$ cat config.mk
export PLATFORM = sky130hd
export DESIGN_NAME = terminal_line_editor_core
export DESIGN_NICKNAME = d
export VERILOG_FILES = /design/src/design/tle_pkg.sv /design/src/design/tle_cell.sv /design/src/design/terminal_line_editor_core.sv
export SDC_FILE = /design/constraint.sdc
export NUM_CORES = 1
export LEC_CHECK = 0
export BUFFER_PORTS_ARGS = -buffer_cell sky130_fd_sc_hd__buf_4
export CORE_ASPECT_RATIO = 0.9
export CORE_UTILIZATION = 30
export CTS_CLUSTER_DIAMETER = 40
export DETAILED_ROUTE_END_ITERATION = 10
export GPL_ROUTABILITY_DRIVEN = 0
export GPL_TIMING_DRIVEN = 0
export PLACE_DENSITY_LB_ADDON = 0.1
export SLEW_MARGIN = 30
export SYNTH_ARGS = -nofsm -noshare
export SYNTH_HDL_FRONTEND = slang
export SYNTH_HIERARCHICAL = 1
export SYNTH_SLANG_ARGS = --single-unit
$ cat constraint.sdc
create_clock -name clk -period 28.3 [get_ports clk]
set_input_delay 0 -clock clk [delete_from_list [all_inputs] [get_ports clk]]
set_output_delay 0 -clock clk [all_outputs]
set_load 0.02 [all_outputs]
$ cat src/design/tle_pkg.sv
package tle_pkg;

  // Result kinds
  localparam logic [1:0] KIND_EDIT   = 2'd0;
  localparam logic [1:0] KIND_CHAR   = 2'd1;
  localparam logic [1:0] KIND_EMPTY  = 2'd2;
  localparam logic [1:0] KIND_CANCEL = 2'd3;

  // Escape sequence phases
  localparam logic [1:0] ESC_NONE    = 2'd0;
  localparam logic [1:0] ESC_SEEN    = 2'd1;
  localparam logic [1:0] ESC_BRACKET = 2'd2;
  localparam logic [1:0] ESC_THREE   = 2'd3;

  // Received byte codes
  localparam logic [7:0] BYTE_CTRL_C  = 8'd3;
  localparam logic [7:0] BYTE_BS      = 8'd8;
  localparam logic [7:0] BYTE_ENTER   = 8'd10;
  localparam logic [7:0] BYTE_ESC     = 8'd27;
  localparam logic [7:0] BYTE_DEL     = 8'd127;
  localparam logic [7:0] BYTE_LBRACK  = 8'h5B; // '['
  localparam logic [7:0] BYTE_FWD     = 8'h43; // 'C'
  localparam logic [7:0] BYTE_BACK    = 8'h44; // 'D'
  localparam logic [7:0] BYTE_THREE   = 8'h33; // '3'
  localparam logic [7:0] BYTE_TILDE   = 8'h7E; // '~'

  // Command broadcast to every cell of the line
  typedef enum logic [1:0] {
    CELL_HOLD,
    CELL_INSERT,
    CELL_REMOVE,
    CELL_SHIFT
  } cell_op_t;

  typedef struct packed {
    cell_op_t    op;
    logic [6:0]  pos;
  } cell_cmd_t;

endpackage

$ cat src/design/tle_cell.sv
module tle_cell #(
  parameter int IDX = 0
) (
  input  logic              clk,
  input  tle_pkg::cell_cmd_t cmd,
  input  logic [7:0]        new_char,
  input  logic [7:0]        left_char,
  input  logic [7:0]        right_char,
  output logic [7:0]        char_q
);
  import tle_pkg::*;

  localparam logic [6:0] IDX_W = 7'(IDX);

  logic [7:0] char_r;
  logic [7:0] char_nxt;

  // Pick this cell's next character from the command and its neighbors
  always_comb begin
    char_nxt = char_r;
    case (cmd.op)
      CELL_INSERT: begin
        if (IDX_W > cmd.pos) begin
          char_nxt = left_char;
        end else if (IDX_W == cmd.pos) begin
          char_nxt = new_char;
        end
      end
      CELL_REMOVE: begin
        if (IDX_W >= cmd.pos) begin
          char_nxt = right_char;
        end
      end
      CELL_SHIFT: begin
        char_nxt = right_char;
      end
      default: begin
        char_nxt = char_r;
      end
    endcase
  end

  always_ff @(posedge clk) begin
    char_r <= char_nxt;
  end

  assign char_q = char_r;

endmodule

$ cat src/design/terminal_line_editor_core.sv
// Channel  | Direction | Handshake              | Payload
// in_      | input     | in_valid / in_ready    | in_rx_byte
// out_     | output    | out_valid / out_ready  | out_kind, out_char_value, out_cursor,
//          |           |                        | out_length, out_dropped, out_last
//
// An edit, cursor move, escape byte or Ctrl-C loads one result.
// Enter on an n-character line shifts the line out of cell 0 of the cell chain,
// one character per cycle while the output register can load.
// Reset (rst_n low, synchronous) clears cursor, length, escape phase and control;
// the cell contents are not cleared. A stalled result holds the output register
// and the chain; a new byte is taken only when the output register can load.
module terminal_line_editor_core #(
  parameter int LINE_CAPACITY = 64
) (
  input  logic       clk,
  input  logic       rst_n,
  input  logic       in_valid,
  output logic       in_ready,
  input  logic [7:0] in_rx_byte,
  output logic       out_valid,
  input  logic       out_ready,
  output logic [1:0] out_kind,
  output logic [7:0] out_char_value,
  output logic [6:0] out_cursor,
  output logic [6:0] out_length,
  output logic       out_dropped,
  output logic       out_last
);
  import tle_pkg::*;

  localparam logic [6:0] CAP_W = 7'(LINE_CAPACITY);

  typedef enum logic {
    S_IDLE,
    S_EMIT
  } state_t;

  state_t     state_r, state_nxt;
  logic [1:0] esc_r, esc_nxt;
  logic [6:0] cursor_r, cursor_nxt;
  logic [6:0] length_r, length_nxt;
  logic [6:0] cnt_r, cnt_nxt;
  logic       out_valid_r, out_valid_nxt;
  logic [1:0] out_kind_r, out_kind_nxt;
  logic [7:0] out_char_r, out_char_nxt;
  logic [6:0] out_cursor_r, out_cursor_nxt;
  logic [6:0] out_length_r, out_length_nxt;
  logic       out_dropped_r, out_dropped_nxt;
  logic       out_last_r, out_last_nxt;

  logic       out_free;
  logic       in_acc;
  cell_cmd_t  cmd;
  logic [7:0] cell_char [LINE_CAPACITY];

  assign out_free = !out_valid_r || out_ready;
  assign in_ready = (state_r == S_IDLE) && out_free;
  assign in_acc   = in_valid && in_ready;

  // Decode the byte, update cursor and length, command the chain
  always_comb begin
    logic       status;
    logic       drop;
    status          = 1'b0;
    drop            = 1'b0;
    state_nxt       = state_r;
    esc_nxt         = esc_r;
    cursor_nxt      = cursor_r;
    length_nxt      = length_r;
    cnt_nxt         = cnt_r;
    out_valid_nxt   = out_valid_r && !out_ready;
    out_kind_nxt    = out_kind_r;
    out_char_nxt    = out_char_r;
    out_cursor_nxt  = out_cursor_r;
    out_length_nxt  = out_length_r;
    out_dropped_nxt = out_dropped_r;
    out_last_nxt    = out_last_r;
    cmd.op          = CELL_HOLD;
    cmd.pos         = cursor_r;

    if (in_acc) begin
      unique case (esc_r)
        ESC_SEEN: begin
          esc_nxt = (in_rx_byte == BYTE_LBRACK) ? ESC_BRACKET : ESC_NONE;
          status  = 1'b1;
        end
        ESC_BRACKET: begin
          esc_nxt = ESC_NONE;
          status  = 1'b1;
          if (in_rx_byte == BYTE_FWD) begin
            if (cursor_r < length_r) begin
              cursor_nxt = cursor_r + 7'd1;
            end
          end else if (in_rx_byte == BYTE_BACK) begin
            if (cursor_r != 7'd0) begin
              cursor_nxt = cursor_r - 7'd1;
            end
          end else if (in_rx_byte == BYTE_THREE) begin
            esc_nxt = ESC_THREE;
          end
        end
        ESC_THREE: begin
          esc_nxt = ESC_NONE;
          status  = 1'b1;
          if (in_rx_byte == BYTE_TILDE && cursor_r < length_r) begin
            cmd.op     = CELL_REMOVE;
            cmd.pos    = cursor_r;
            length_nxt = length_r - 7'd1;
          end
        end
        default: begin
          if (in_rx_byte == BYTE_ESC) begin
            esc_nxt = ESC_SEEN;
            status  = 1'b1;
          end else if (in_rx_byte == BYTE_ENTER) begin
            cursor_nxt = 7'd0;
            length_nxt = 7'd0;
            if (length_r == 7'd0) begin
              out_valid_nxt   = 1'b1;
              out_kind_nxt    = KIND_EMPTY;
              out_char_nxt    = 8'd0;
              out_cursor_nxt  = 7'd0;
              out_length_nxt  = 7'd0;
              out_dropped_nxt = 1'b0;
              out_last_nxt    = 1'b1;
            end else begin
              cnt_nxt   = length_r;
              state_nxt = S_EMIT;
            end
          end else if (in_rx_byte == BYTE_CTRL_C) begin
            cursor_nxt      = 7'd0;
            length_nxt      = 7'd0;
            out_valid_nxt   = 1'b1;
            out_kind_nxt    = KIND_CANCEL;
            out_char_nxt    = 8'd0;
            out_cursor_nxt  = 7'd0;
            out_length_nxt  = 7'd0;
            out_dropped_nxt = 1'b0;
            out_last_nxt    = 1'b1;
          end else if (in_rx_byte == BYTE_BS || in_rx_byte == BYTE_DEL) begin
            status = 1'b1;
            if (cursor_r != 7'd0) begin
              cursor_nxt = cursor_r - 7'd1;
              length_nxt = length_r - 7'd1;
              cmd.op     = CELL_REMOVE;
              cmd.pos    = cursor_r - 7'd1;
            end
          end else begin
            status = 1'b1;
            if (length_r >= CAP_W || cursor_r > length_r) begin
              drop = 1'b1;
            end else begin
              cmd.op     = CELL_INSERT;
              cmd.pos    = cursor_r;
              cursor_nxt = cursor_r + 7'd1;
              length_nxt = length_r + 7'd1;
            end
          end
        end
      endcase

      // Load the edit status result
      if (status) begin
        out_valid_nxt   = 1'b1;
        out_kind_nxt    = KIND_EDIT;
        out_char_nxt    = 8'd0;
        out_cursor_nxt  = cursor_nxt;
        out_length_nxt  = length_nxt;
        out_dropped_nxt = drop;
        out_last_nxt    = 1'b1;
      end
    end

    // Shift the line out of cell 0, one character per free output slot
    if (state_r == S_EMIT && out_free) begin
      out_valid_nxt   = 1'b1;
      out_kind_nxt    = KIND_CHAR;
      out_char_nxt    = cell_char[0];
      out_cursor_nxt  = 7'd0;
      out_length_nxt  = 7'd0;
      out_dropped_nxt = 1'b0;
      out_last_nxt    = (cnt_r == 7'd1);
      cmd.op          = CELL_SHIFT;
      cnt_nxt         = cnt_r - 7'd1;
      if (cnt_r == 7'd1) begin
        state_nxt = S_IDLE;
      end
    end
  end

  // Hold state and the output register
  always_ff @(posedge clk) begin
    if (!rst_n) begin
      state_r     <= S_IDLE;
      esc_r       <= ESC_NONE;
      cursor_r    <= 7'd0;
      length_r    <= 7'd0;
      cnt_r       <= 7'd0;
      out_valid_r <= 1'b0;
    end else begin
      state_r     <= state_nxt;
      esc_r       <= esc_nxt;
      cursor_r    <= cursor_nxt;
      length_r    <= length_nxt;
      cnt_r       <= cnt_nxt;
      out_valid_r <= out_valid_nxt;
    end
    out_kind_r    <= out_kind_nxt;
    out_char_r    <= out_char_nxt;
    out_cursor_r  <= out_cursor_nxt;
    out_length_r  <= out_length_nxt;
    out_dropped_r <= out_dropped_nxt;
    out_last_r    <= out_last_nxt;
  end

  // Chain of character cells, each linked to both neighbors
  for (genvar gi = 0; gi < LINE_CAPACITY; gi++) begin : g_cell
    logic [7:0] left_char;
    logic [7:0] right_char;
    if (gi == 0) begin : g_first
      assign left_char = 8'd0;
    end else begin : g_inner_l
      assign left_char = cell_char[gi-1];
    end
    if (gi == LINE_CAPACITY - 1) begin : g_last
      assign right_char = 8'd0;
    end else begin : g_inner_r
      assign right_char = cell_char[gi+1];
    end
    tle_cell #(
      .IDX(gi)
    ) u_cell (
      .clk        (clk),
      .cmd        (cmd),
      .new_char   (in_rx_byte),
      .left_char  (left_char),
      .right_char (right_char),
      .char_q     (cell_char[gi])
    );
  end

  assign out_valid      = out_valid_r;
  assign out_kind       = out_kind_r;
  assign out_char_value = out_char_r;
  assign out_cursor     = out_cursor_r;
  assign out_length     = out_length_r;
  assign out_dropped    = out_dropped_r;
  assign out_last       = out_last_r;

endmodule

# [Yosys cells after proc, flatten, opt, wreduce, memory -nomap -nowiden]
# Cells that the tools add are included.
[word_totals] reg_bits=563
[op_classes] bitwise=1 n_reduce_logical=90 order_cmp=131 n_eq_ne=217 add_sub_neg=5 muxes=357
[ops] op="$mux W8" count=201
[ops] op="$pmux W8 S3" count=64
[ops] op="$eq A6 B7 Y1 const A" count=32
[ops] op="$ge A6 B7 Y1 const A" count=32
[ops] op="$gt A6 B7 Y1 const A" count=32
[ops] op="$mux W7" count=29
[ops] op="$ne A3 B1 Y1 const B" count=67
[ops] op="$reduce_and A3 Y1" count=64
[ops] op="$ne A2 B1 Y1 const B" count=69
[ops] op="$eq A5 B7 Y1 const A" count=16
[ops] op="$ge A5 B7 Y1 const A" count=16
[ops] op="$gt A5 B7 Y1 const A" count=16
[ops] op="$mux W9" count=7
[ops] op="$eq A4 B7 Y1 const A" count=8
[ops] op="$ge A4 B7 Y1 const A" count=8
[ops] op="$gt A4 B7 Y1 const A" count=8
[ops] op="$eq A8 B7 Y1 const B" count=5
[ops] op="$mux W1" count=40
[ops] op="$eq A3 B7 Y1 const A" count=4
[ops] op="$ge A3 B7 Y1 const A" count=4
[ops] op="$gt A3 B7 Y1 const A" count=4
[ops] op="$pmux W7 S2" count=2
[ops] op="$mux W2" count=12
[ops] op="$sub A7 B1 Y7 const B" count=3
[ops] op="33 further kinds" count=58

# [Depth between registers and ports, before layout]
# Gate-level depths: netlist (run 1).
[logic_depth] depth_word=13 depth_mapped=16

# [Worst setup path after synthesis (run 1)]
# No wires, ideal clock.
[synth_path] path_type="reg-to-reg" from="reg cursor_r[0]" to="reg g_cell[51].u_cell.char_r[0] (data pin)" t_arrival_ns=18.158 synth_period_minus_slack_ns=18.433 setup_slack_ns=9.867 stages_incl_launch_ff=12 cell_sequence="dfxtp_1 -> buf_4 -> inv_1 -> ha_1 -> nor3b_1 -> xnor2_1 -> o22ai_1 -> nor2_1 -> o21ai_0 -> nand4_1 -> a41oi_1 -> a21oi_1"
[synth_lines] item="start, declared" line_no="terminal_line_editor_core.sv:40" rtl="logic [6:0] cursor_r, cursor_nxt;"
[synth_lines] item="start signal, assigned" line_no="terminal_line_editor_core.sv:203" rtl="cursor_r <= cursor_nxt;"
[synth_lines] item="end signal, assigned" line_no="tle_cell.sv:44" rtl="char_r <= char_nxt;"
[synth_lines] item="end, declared" line_no="tle_cell.sv:15" rtl="logic [7:0] char_r;"

==> results of run 1 <==
flip-flops by register name, summed over array words and instances, names as in the netlist:
register / cells
cursor_r: 7
out_cursor: 7
esc_r: 2
out_last: 1
out_length: 7
out_kind: 2
length_r: 7
g_cell.u_cell/char_q: 512
state_r: 1
out_valid: 1
cnt_r: 7
out_dropped: 1
out_char_value: 8
kinds of logic after synthesis:
kind of cell	after synthesis
AOI/OAI and AO/OA	1530
and+or+nand+nor	1108
DFF	563
buffers and inverters	316
adders and majority gates	66
muxes	42
xor gates and xnor gates	10
other	1
area by class of cell:
| cell class | count | area, um2 |
|---|---|---|
| diodes | 1 | 2.502 |
| plain buffers | 221 | 1291 |
| clock buffers | 135 | 3164 |
| clock inverters | 92 | 1027 |
| fillers | 12120 | 75740 |
| inverters | 95 | 356.6 |
| multi-input cells | 2764 | 18930 |
| flip-flops and latches | 563 | 16490 |
| well taps | 1599 | 2001 |
| repair buffers | 148 | 2422 |
per-layer routing:
| metal | vias up | share of wire [%] |
|---|---|---|
| met4 | 0 | 2.0 |
| met1 | 15790 | 49 |
| met2 | 875 | 44 |
| li1 | 15170 | - |
| met3 | 194 | 4.9 |
| met5 | - | 0 |
tightest hold or removal path, cell delays in order:
cell and delay, ns:
sky130_fd_sc_hd__dlygate4sd3_1 0.53, sky130_fd_sc_hd__buf_4 0.16, sky130_fd_sc_hd__a22o_1 0.13
synthesized netlist by cell type (all sizes together) (20+ instances only):
cell type / n / area [um2]
and2: 43 / 270.3
o31a: 46 / 405.4
nor2: 154 / 619.3
nand2b: 43 / 269.0
a211oi: 21 / 260.3
buf: 117 / 822.0
and3: 47 / 310.3
mux2i: 34 / 340.3
a211o: 23 / 206.5
nor3b: 30 / 225.2
nor4b: 27 / 236.5
a31oi: 240 / 1541
o31ai: 55 / 480.5
a21oi: 351 / 1836
nand2: 202 / 768.2
a2111oi: 33 / 377.9
maj3: 47 / 478.0
nor2b: 235 / 1470
dfxtp: 42 / 840.8
a21boi: 20 / 150.1
clkbuf: 103 / 459.2
a41oi: 39 / 375.4
inv: 92 / 345.3
edfxtp: 521 / 15650
and3b: 21 / 186.4
o21ai: 349 / 1780
a221o: 87 / 870.8
or4b: 35 / 350.3
nor3: 65 / 401.6
nand4: 21 / 137.6
o211ai: 58 / 559.3
nand3: 90 / 480.5
worst paths after layout:
path	from	to	cells after the start
setup reg to reg	length_r[5]	g_cell[57].u_cell/char_q[2]	17
hold reg to reg	out_cursor[4]	out_cursor[4]	2
hold / removal	rst_n	length_r[4]	3
setup / recovery	length_r[5]	g_cell[57].u_cell/char_q[2]	17
report_power, final:
group	switching [mW]	leakage [nW]	internal, mW
logic	1.14	8.53	0.752
clock network	0.496	2.02	0.971
registers	0.186	5.18	1.34
total	1.83	15.7	3.07
timing repair:
item | 4_1_cts | 5_1_grt
hold endpoints to repair | 35 | 0
hold buffers | 11 | 0
setup buffers | 0 | 0
==> out/results.env, run 1 <==
OUTCOME='completed'
YOSYS_REGISTER_BITS=563
CTS-HTREE-LEVELS=3
SKEW_NS=0.03410
TIMING.HOLD.WORST.CLASS='in -> reg'
PLACEMENT.CELL_AREA_MM2=0.04138
CTS_REPAIR_RESIZE_COUNT=0
FINAL_MIN_PERIOD_OVER_CLOCK_PERIOD_PCT=20.79
SYNTH_XOR_XNOR_AREA_SHARE_PCT=0.2374
DRIVE_GT1_SHARE_PCT=17.37
SYNTH_COMPOUND_AREA_SHARE_PCT=29.47
WORST-ENDPOINT-REQUIRED_NS=28.65
SETUP_TOTAL_NEGATIVE_SLACK_NS=0
POSTSYNTHCELLCOUNT=3636
POST_SYNTH_MUX_AREA_SHARE_PCT=1.166
HOLD_SLACK_NS=0.1552
NETLIST-CELL-TYPE-COUNT=155
SYNTH_FA_HA_AREA_SHARE_PCT=1.940
GRT_OVERFLOW=0
FIRST_GLOBAL_VIAS=31540
LAYOUT_COMMONEST_CELL='sky130_fd_sc_hd__edfxtp_1'
EFFECTIVE_UTILIZATION_AT_FLOORPLAN_PCT=30.39
CHIPHEIGHT_UM=334.7
STD_CELL_ROWS=121
CLOCK-ROOT-BUFFER='sky130_fd_sc_hd__clkbuf_16'
GRT_FIRST_PASS_WIRELENGTH_MM=200.1
CELLLEAKAGEPOWER_nW=15.73
BOUNDARYPINS=40
CTS_TREE='built'
GRT_BUSIEST_LAYER='met2'
WORST_SLEW_PIN_SLEW_NS=1.014
AREA_DELTA_SYNTH_FINAL_PCT=23.80
SYNTH_WARNINGS=6
DRT_FIRST_ITER_VIOLATIONS=2546
TIMING_MAX_TRANSITION_VIOLATIONS_FINAL=0
FINAL_AREA_MM2=0.04568
SETUP.WORST_PATH.CLASS='reg -> reg'
FINALWIRELENGTH_MM=131.0
FINAL-HOLD-VIOLATION-COUNT=0
FINAL_CORE_UTILIZATION_PCT=37.62
CLK_PIN_SLEW_NS=0.05
POST-PLACE-WS_NS=22.54
WORST-R2R-SETUP-SLACK_NS=22.42
LARGEST_NET_DEGREE_AT_THE_START_OF_GLOBAL_ROUTING=80
ARRIVAL_NS=6.23
CP_COMMON_CELL='sky130_fd_sc_hd__buf_2'
AVGSYNTHCELLAREA_UM2=10.15
FP.COREAREA_MM2=0.1214
GRT_SETUP_UNREPAIRED='false'
SETUP.WORST_PATH.END_CLASS='register'
DRT-PASS1-ITER-COUNT=6
MOSTFREQUENTLAYOUTCELLS='sky130_fd_sc_hd__edfxtp_1 (521), sky130_fd_sc_hd__a21oi_1 (330), sky130_fd_sc_hd__o21ai_0 (252)'
MAX-VDD-IR-DROP_mV=0.06059
MAXCAPVIOLATIONS=0
DIE_AREA_MM2=0.1244
TIMING.CRITICAL_PATH.SLOWEST_CELL_DELAY_NS=0.65
CTS_NUM_SINKS=563
GRT.MET3_USAGE_PCT=3.093
DIE_WIDTH_UM=371.7
DETAIL-ROUTE-ANTENNA-NETS=0
COUNT_OF_FLIP_FLOPS_WITH_A_BUILT_IN_ENABLE_AFTER_SYNTHESIS=521
ASYNCSETRESETFLOPFRACSYNTH_PCT=0
CRITICAL_PATH_PEAK_FANOUT=10
DP_HPWL_MM=86.89
TIMING.CRITICAL_PATH.MAX_DELAY_FAMILY='buffers and inverters'
COMBINED_GLOBAL_ROUTE_UTILIZATION_OF_ALL_METAL_LAYERS_PCT=20.54
WORST_SLACK_NS=22.42
CRITICAL_PATH.STARTPOINT_TYPE='register'
FIN_TOTAL_PWR_mW=4.893
IO_BUFFER_COUNT=39
FIN_CRIT_NS=5.885
CRITICAL_PATH_CELL_BY_CELL='clkbuf_1 -> inv_1 -> ha_1 -> nand4_1 -> or4_1 -> o31a_1 -> o41ai_2 -> buf_2 -> buf_2 -> buf_2 -> buf_2 -> buf_2 -> buf_2 -> buf_2 -> buf_2 -> nor2_1 -> o31ai_2'
CRITPATHSLOWESTCELL='sky130_fd_sc_hd__o41ai_2'
INITIAL_ANTENNA_VIOLATION_COUNT=0
SUMMED_INSTANCE_AREA_OF_THE_SYNTHESIZED_NETLIST_MM2=0.03690
ACHIEVABLE_CLOCK_FREQUENCY_MHz=169.9
YOSYS.AREA_SHARE.SIMPLE_PCT=18.04
SYNTH_SEQ_AREA_SHARE_PCT=44.68
POWERDENSITY_mW_PER_MM2=107.1
GRTUSAGEMET1_PCT=30.52
FINALSETUPVIOLCOUNT=0
CRITPATHBUFINV=10
AVGROUTEDWIREPERCELL_UM=23.32
SYNTHFLOPTYPE='sky130_fd_sc_hd__edfxtp_1'
VIAS=32030
INSTANCES_NO_FILL=5618
VIAS_PER_CELL=5.701
ROUTE.DETAILED.DRC=0
NETS=3944
MAX_BUFFERS_ROOT_TO_SINK=3
TIMING.MAX_SLEW.REL_SLACK_PCT=32.42
PLACED_CELLS=5379
CTS_BUFFERS=120
USE_MET2_PCT=30.89
SYNTH_TOP_FAMILY_BY_AREA='compound AO/OA/AOI/OAI gates'
CLK_LATENCY_NS=0.72
No activity file was read; power rests on OpenSTA's default activity.
==> run 2: changes to the inputs <==
==> constraint.sdc (replaced) <==
create_clock -name clk -period 4.9 [get_ports clk]
set_input_delay 0 -clock clk [delete_from_list [all_inputs] [get_ports clk]]
set_output_delay 0 -clock clk [all_outputs]
set_load 0.02 [all_outputs]
==> out/results.env, run 2 (synthesized netlist as in run 1, its figures left out) <==
IO_BUFFER_COUNT=39  # unchanged
VIAS_PER_CELL=5.720  # was 5.701
GRT_OVERFLOW=0  # unchanged
LARGEST_NET_DEGREE_AT_THE_START_OF_GLOBAL_ROUTING=113  # was 80
FIN_CRIT_NS=4.719
FF_LATCH_AREA_MM2=0.01649  # about the same
DRT-PASS1-ITER-COUNT=5  # was 6
FP.COREAREA_MM2=0.1214  # unchanged
WORSTSETUPSTARTPOINT='in_rx_byte[2]'  # was length_r[5]
CTS-HTREE-LEVELS=3  # unchanged
DP_HPWL_MM=84.79  # was 86.89 mm
FINAL-HOLD-VIOLATION-COUNT=0  # unchanged
TIMING.CRITICAL_PATH.MAX_DELAY_FAMILY='buffers and inverters'  # unchanged
AREA_DELTA_SYNTH_FINAL_PCT=24.79  # was 23.80%
CTS_BUFFERS=119  # was 120
WORSTSETUPENDPOINT='g_cell[25].u_cell/char_q[0]'  # was g_cell[57].u_cell/char_q[2]
MOSTFREQUENTLAYOUTCELLS='sky130_fd_sc_hd__edfxtp_1 (521), sky130_fd_sc_hd__a21oi_1 (329), sky130_fd_sc_hd__o21ai_0 (251)'  # was sky130_fd_sc_hd__edfxtp_1 (521), sky130_fd_sc_hd__a21oi_1 (330), sky130_fd_sc_hd__o21ai_0 (252)
TIMING_MAX_TRANSITION_VIOLATIONS_FINAL=0  # unchanged
TIMING.HOLD.WORST.CLASS='in -> reg'  # unchanged
STD_CELL_ROWS=121  # unchanged
CRITPATHBUFINV=5  # was 10
SETUP.WORST_PATH.END_CLASS='register'  # unchanged
VIAS=32060  # was 32.03k
DRIVE_GT1_SHARE_PCT=18.08  # was 17.37%
AVGROUTEDWIREPERCELL_UM=23.45  # was 23.32 um
SETUP.WORST_PATH.CLASS='in -> reg'  # was reg -> reg
WORST_R2R_PATH_DEPTH=17  # unchanged
COMBINED_GLOBAL_ROUTE_UTILIZATION_OF_ALL_METAL_LAYERS_PCT=20.61  # was 20.54%
REGTOREGSTARTPOINT='cursor_r[0]'  # was length_r[5]
CTS_NUM_SINKS=563  # unchanged
HOLDPATHSTAGES=3  # unchanged
ROUTE.DETAILED.DRC=0  # unchanged
DETAIL-ROUTE-ANTENNA-NETS=0  # unchanged
DRT_FIRST_ITER_VIOLATIONS=2711  # was 2,546
GRT_SETUP_UNREPAIRED='false'  # unchanged
FINALSETUPVIOLCOUNT=0  # unchanged
WORST-ENDPOINT-REQUIRED_NS=5.24  # was 28.65 ns
DIE_WIDTH_UM=371.7  # unchanged
FILLER_CELL_COUNT=12140  # was 12.12k
CTS_TREE='built'  # unchanged
SKEW_NS=0.02376  # was 0.03410 ns
CHIPHEIGHT_UM=334.7  # unchanged
FINALWIRELENGTH_MM=131.4  # was 131.0 mm
POWERDENSITY_mW_PER_MM2=625.4  # was 107.1 mW/mm2
CRITICAL_PATH_DEPTH=14  # was 17
TIMING.CRITICAL_PATH.SLOWEST_CELL_DELAY_NS=0.61  # was 0.65 ns
WORST_SLEW_PIN_SLEW_NS=0.9968  # was 1.014 ns
NETS=3930  # was 3,944
MAX_BUFFERS_ROOT_TO_SINK=3  # unchanged
CRITICAL_PATH_PEAK_FANOUT=77  # was 10
CRITICAL_PATH.STARTPOINT_TYPE='primary input'  # was register
CLK_LATENCY_NS=0.72  # about the same
BOUNDARYPINS=40  # unchanged
WORST_SLACK_NS=0.1806  # was 22.42 ns
DIE_AREA_MM2=0.1244  # unchanged
INITIAL_ANTENNA_VIOLATION_COUNT=1  # was 0
LARGEST_REG_FLOPS=512  # unchanged
MAX-VDD-IR-DROP_mV=0.3013  # was 0.06059 mV
CRITPATHSLOWESTCELL='sky130_fd_sc_hd__clkbuf_8'  # was sky130_fd_sc_hd__o41ai_2
ARRIVAL_NS=5.06  # was 6.23 ns
OUTCOME='completed'  # unchanged
FINAL_MIN_PERIOD_OVER_CLOCK_PERIOD_PCT=96.32
WORST-R2R-SETUP-SLACK_NS=0.22  # was 22.42 ns
POST-PLACE-WS_NS=-0.5826  # was 22.54 ns
CLOCK-ROOT-BUFFER='sky130_fd_sc_hd__clkbuf_16'  # unchanged
REGTOREGENDPOINT='g_cell[14].u_cell/char_q[0]'  # was g_cell[57].u_cell/char_q[2]
ACHIEVABLE_CLOCK_FREQUENCY_MHz=211.9
TIMING.MAX_SLEW.REL_SLACK_PCT=32.98  # was 32.42%
LAYOUT_COMMONEST_CELL='sky130_fd_sc_hd__edfxtp_1'  # unchanged
FIRST_GLOBAL_VIAS=31680  # was 31.54k
MAXCAPVIOLATIONS=0  # unchanged
CELLLEAKAGEPOWER_nW=15.85  # was 15.73 nW
GRT_FIRST_PASS_WIRELENGTH_MM=200.2  # was 200.1 mm
AREA_OF_COMBINATIONAL_CELLS_WITH_MULTIPLE_INPUTS_MM2=0.01912  # was 0.01893 mm2
EFFECTIVE_UTILIZATION_AT_FLOORPLAN_PCT=30.39  # unchanged
CRITICAL_PATH_CELL_BY_CELL='dlygate4sd3_1 -> clkbuf_8 -> nand2_1 -> or3_1 -> a21oi_1 -> nand3_1 -> o31ai_2 -> nand2_2 -> nand2_8 -> buf_16 -> clkbuf_2 -> buf_1 -> a31oi_1 -> nor2_1'  # was clkbuf_1 -> inv_1 -> ha_1 -> nand4_1 -> or4_1 -> o31a_1 -> o41ai_2 -> buf_2 -> buf_2 -> buf_2 -> buf_2 -> buf_2 -> buf_2 -> buf_2 -> buf_2 -> nor2_1 -> o31ai_2
CLK_PIN_SLEW_NS=0.06  # was 0.05 ns
SETUP_TOTAL_NEGATIVE_SLACK_NS=0  # unchanged
[run 2: how the worst min path moves through the flow]
| stage | startpoint | slack, ns | end |
|---|---|---|---|
| 2_1_floorplan | rst_n | 0.13 | length_r[4] |
| 3_3_place_gp | rst_n | 0.29 | length_r[4] |
| 3_5_place_dp | rst_n | 0.29 | length_r[4] |
| 4_1_cts | rst_n | 0.08 | length_r[4] |
| 5_1_grt | rst_n | 0.11 | length_r[4] |
| 6_report | rst_n | 0.13 | length_r[4] |
[run 2: area by class of cell]
class / count / area share, %
tap: 1599 / 4.345
multi-input combinational: 2766 / 41.52
sequential: 563 / 35.81
inverter: 95 / 0.7880
clock inverter: 93 / 2.728
buffer: 218 / 2.826
timing repair buffer: 136 / 5.095
clock buffer: 133 / 6.880
antenna: 1 / 0.005435
[run 2: metal layers]
| metal | up-vias | part of all wire [%] | global-route usage (%) |
|---|---|---|---|
| met5 | - | 0.0053 | 0 |
| met1 | 15750 | 49 | 30.29 |
| met3 | 218 | 5.0 | 2.962 |
| met4 | 2 | 2.6 | 6.304 |
| met2 | 935 | 44 | 30.90 |
| li1 | 15160 | - | - |
[run 2: power breakdown]
group	switching, mW	leakage [nW]	internal [mW]	total [mW]
Combinational	6.54	8.53	4.40	10.9
Sequential	1.06	5.18	7.77	8.83
Clock	2.93	2.13	6.10	9.03
[run 2: per-stage QoR]
| step | utilization, % | cell area, um2 | total power [mW] | hold slack, ns | instances |
|---|---|---|---|---|---|
| after floorplan | - | 37120 | 15.51 | 0.1329 | 3643 |
| after global placement | 32.46 | 39410 | 18.77 | 0.2897 | 5281 |
| after detailed placement | 34.02 | 41310 | 19.69 | 0.2930 | 5364 |
| after CTS | 37.84 | 45940 | 28.90 | 0.08143 | 5604 |
| after global routing | 37.92 | 46040 | 30.29 | 0.1136 | 5603 |
| final | 37.92 | 46050 | 28.80 | 0.1313 | 5604 |
[run 2: what timing repair did]
action                     in CTS  in global routing
gates resized for setup         9                 32
pin swaps                       0                  0
setup endpoints to repair     183                233
hold buffers                   11                  0
hold endpoints to repair       41                  0
gates cloned                    3                  1
buffers inserted                1                  0
[run 2: worst reg2reg max path, stage by stage, from the launching register on]
cell and delay [ns]:
sky130_fd_sc_hd__dfxtp_2 0.32, sky130_fd_sc_hd__buf_6 0.14, sky130_fd_sc_hd__inv_4 0.14, sky130_fd_sc_hd__ha_1 0.26, sky130_fd_sc_hd__nor4b_2 0.46, sky130_fd_sc_hd__nand2_1 0.33
sky130_fd_sc_hd__a21oi_1 0.28, sky130_fd_sc_hd__nor2_1 0.11, sky130_fd_sc_hd__o21ai_0 0.33, sky130_fd_sc_hd__o2bb2ai_4 0.27, sky130_fd_sc_hd__buf_16 0.22, sky130_fd_sc_hd__buf_16 0.18
sky130_fd_sc_hd__buf_16 0.18, sky130_fd_sc_hd__buf_16 0.21, sky130_fd_sc_hd__and3_1 0.17, sky130_fd_sc_hd__buf_2 0.18, sky130_fd_sc_hd__a21oi_2 0.07, sky130_fd_sc_hd__maj3_1 0.52
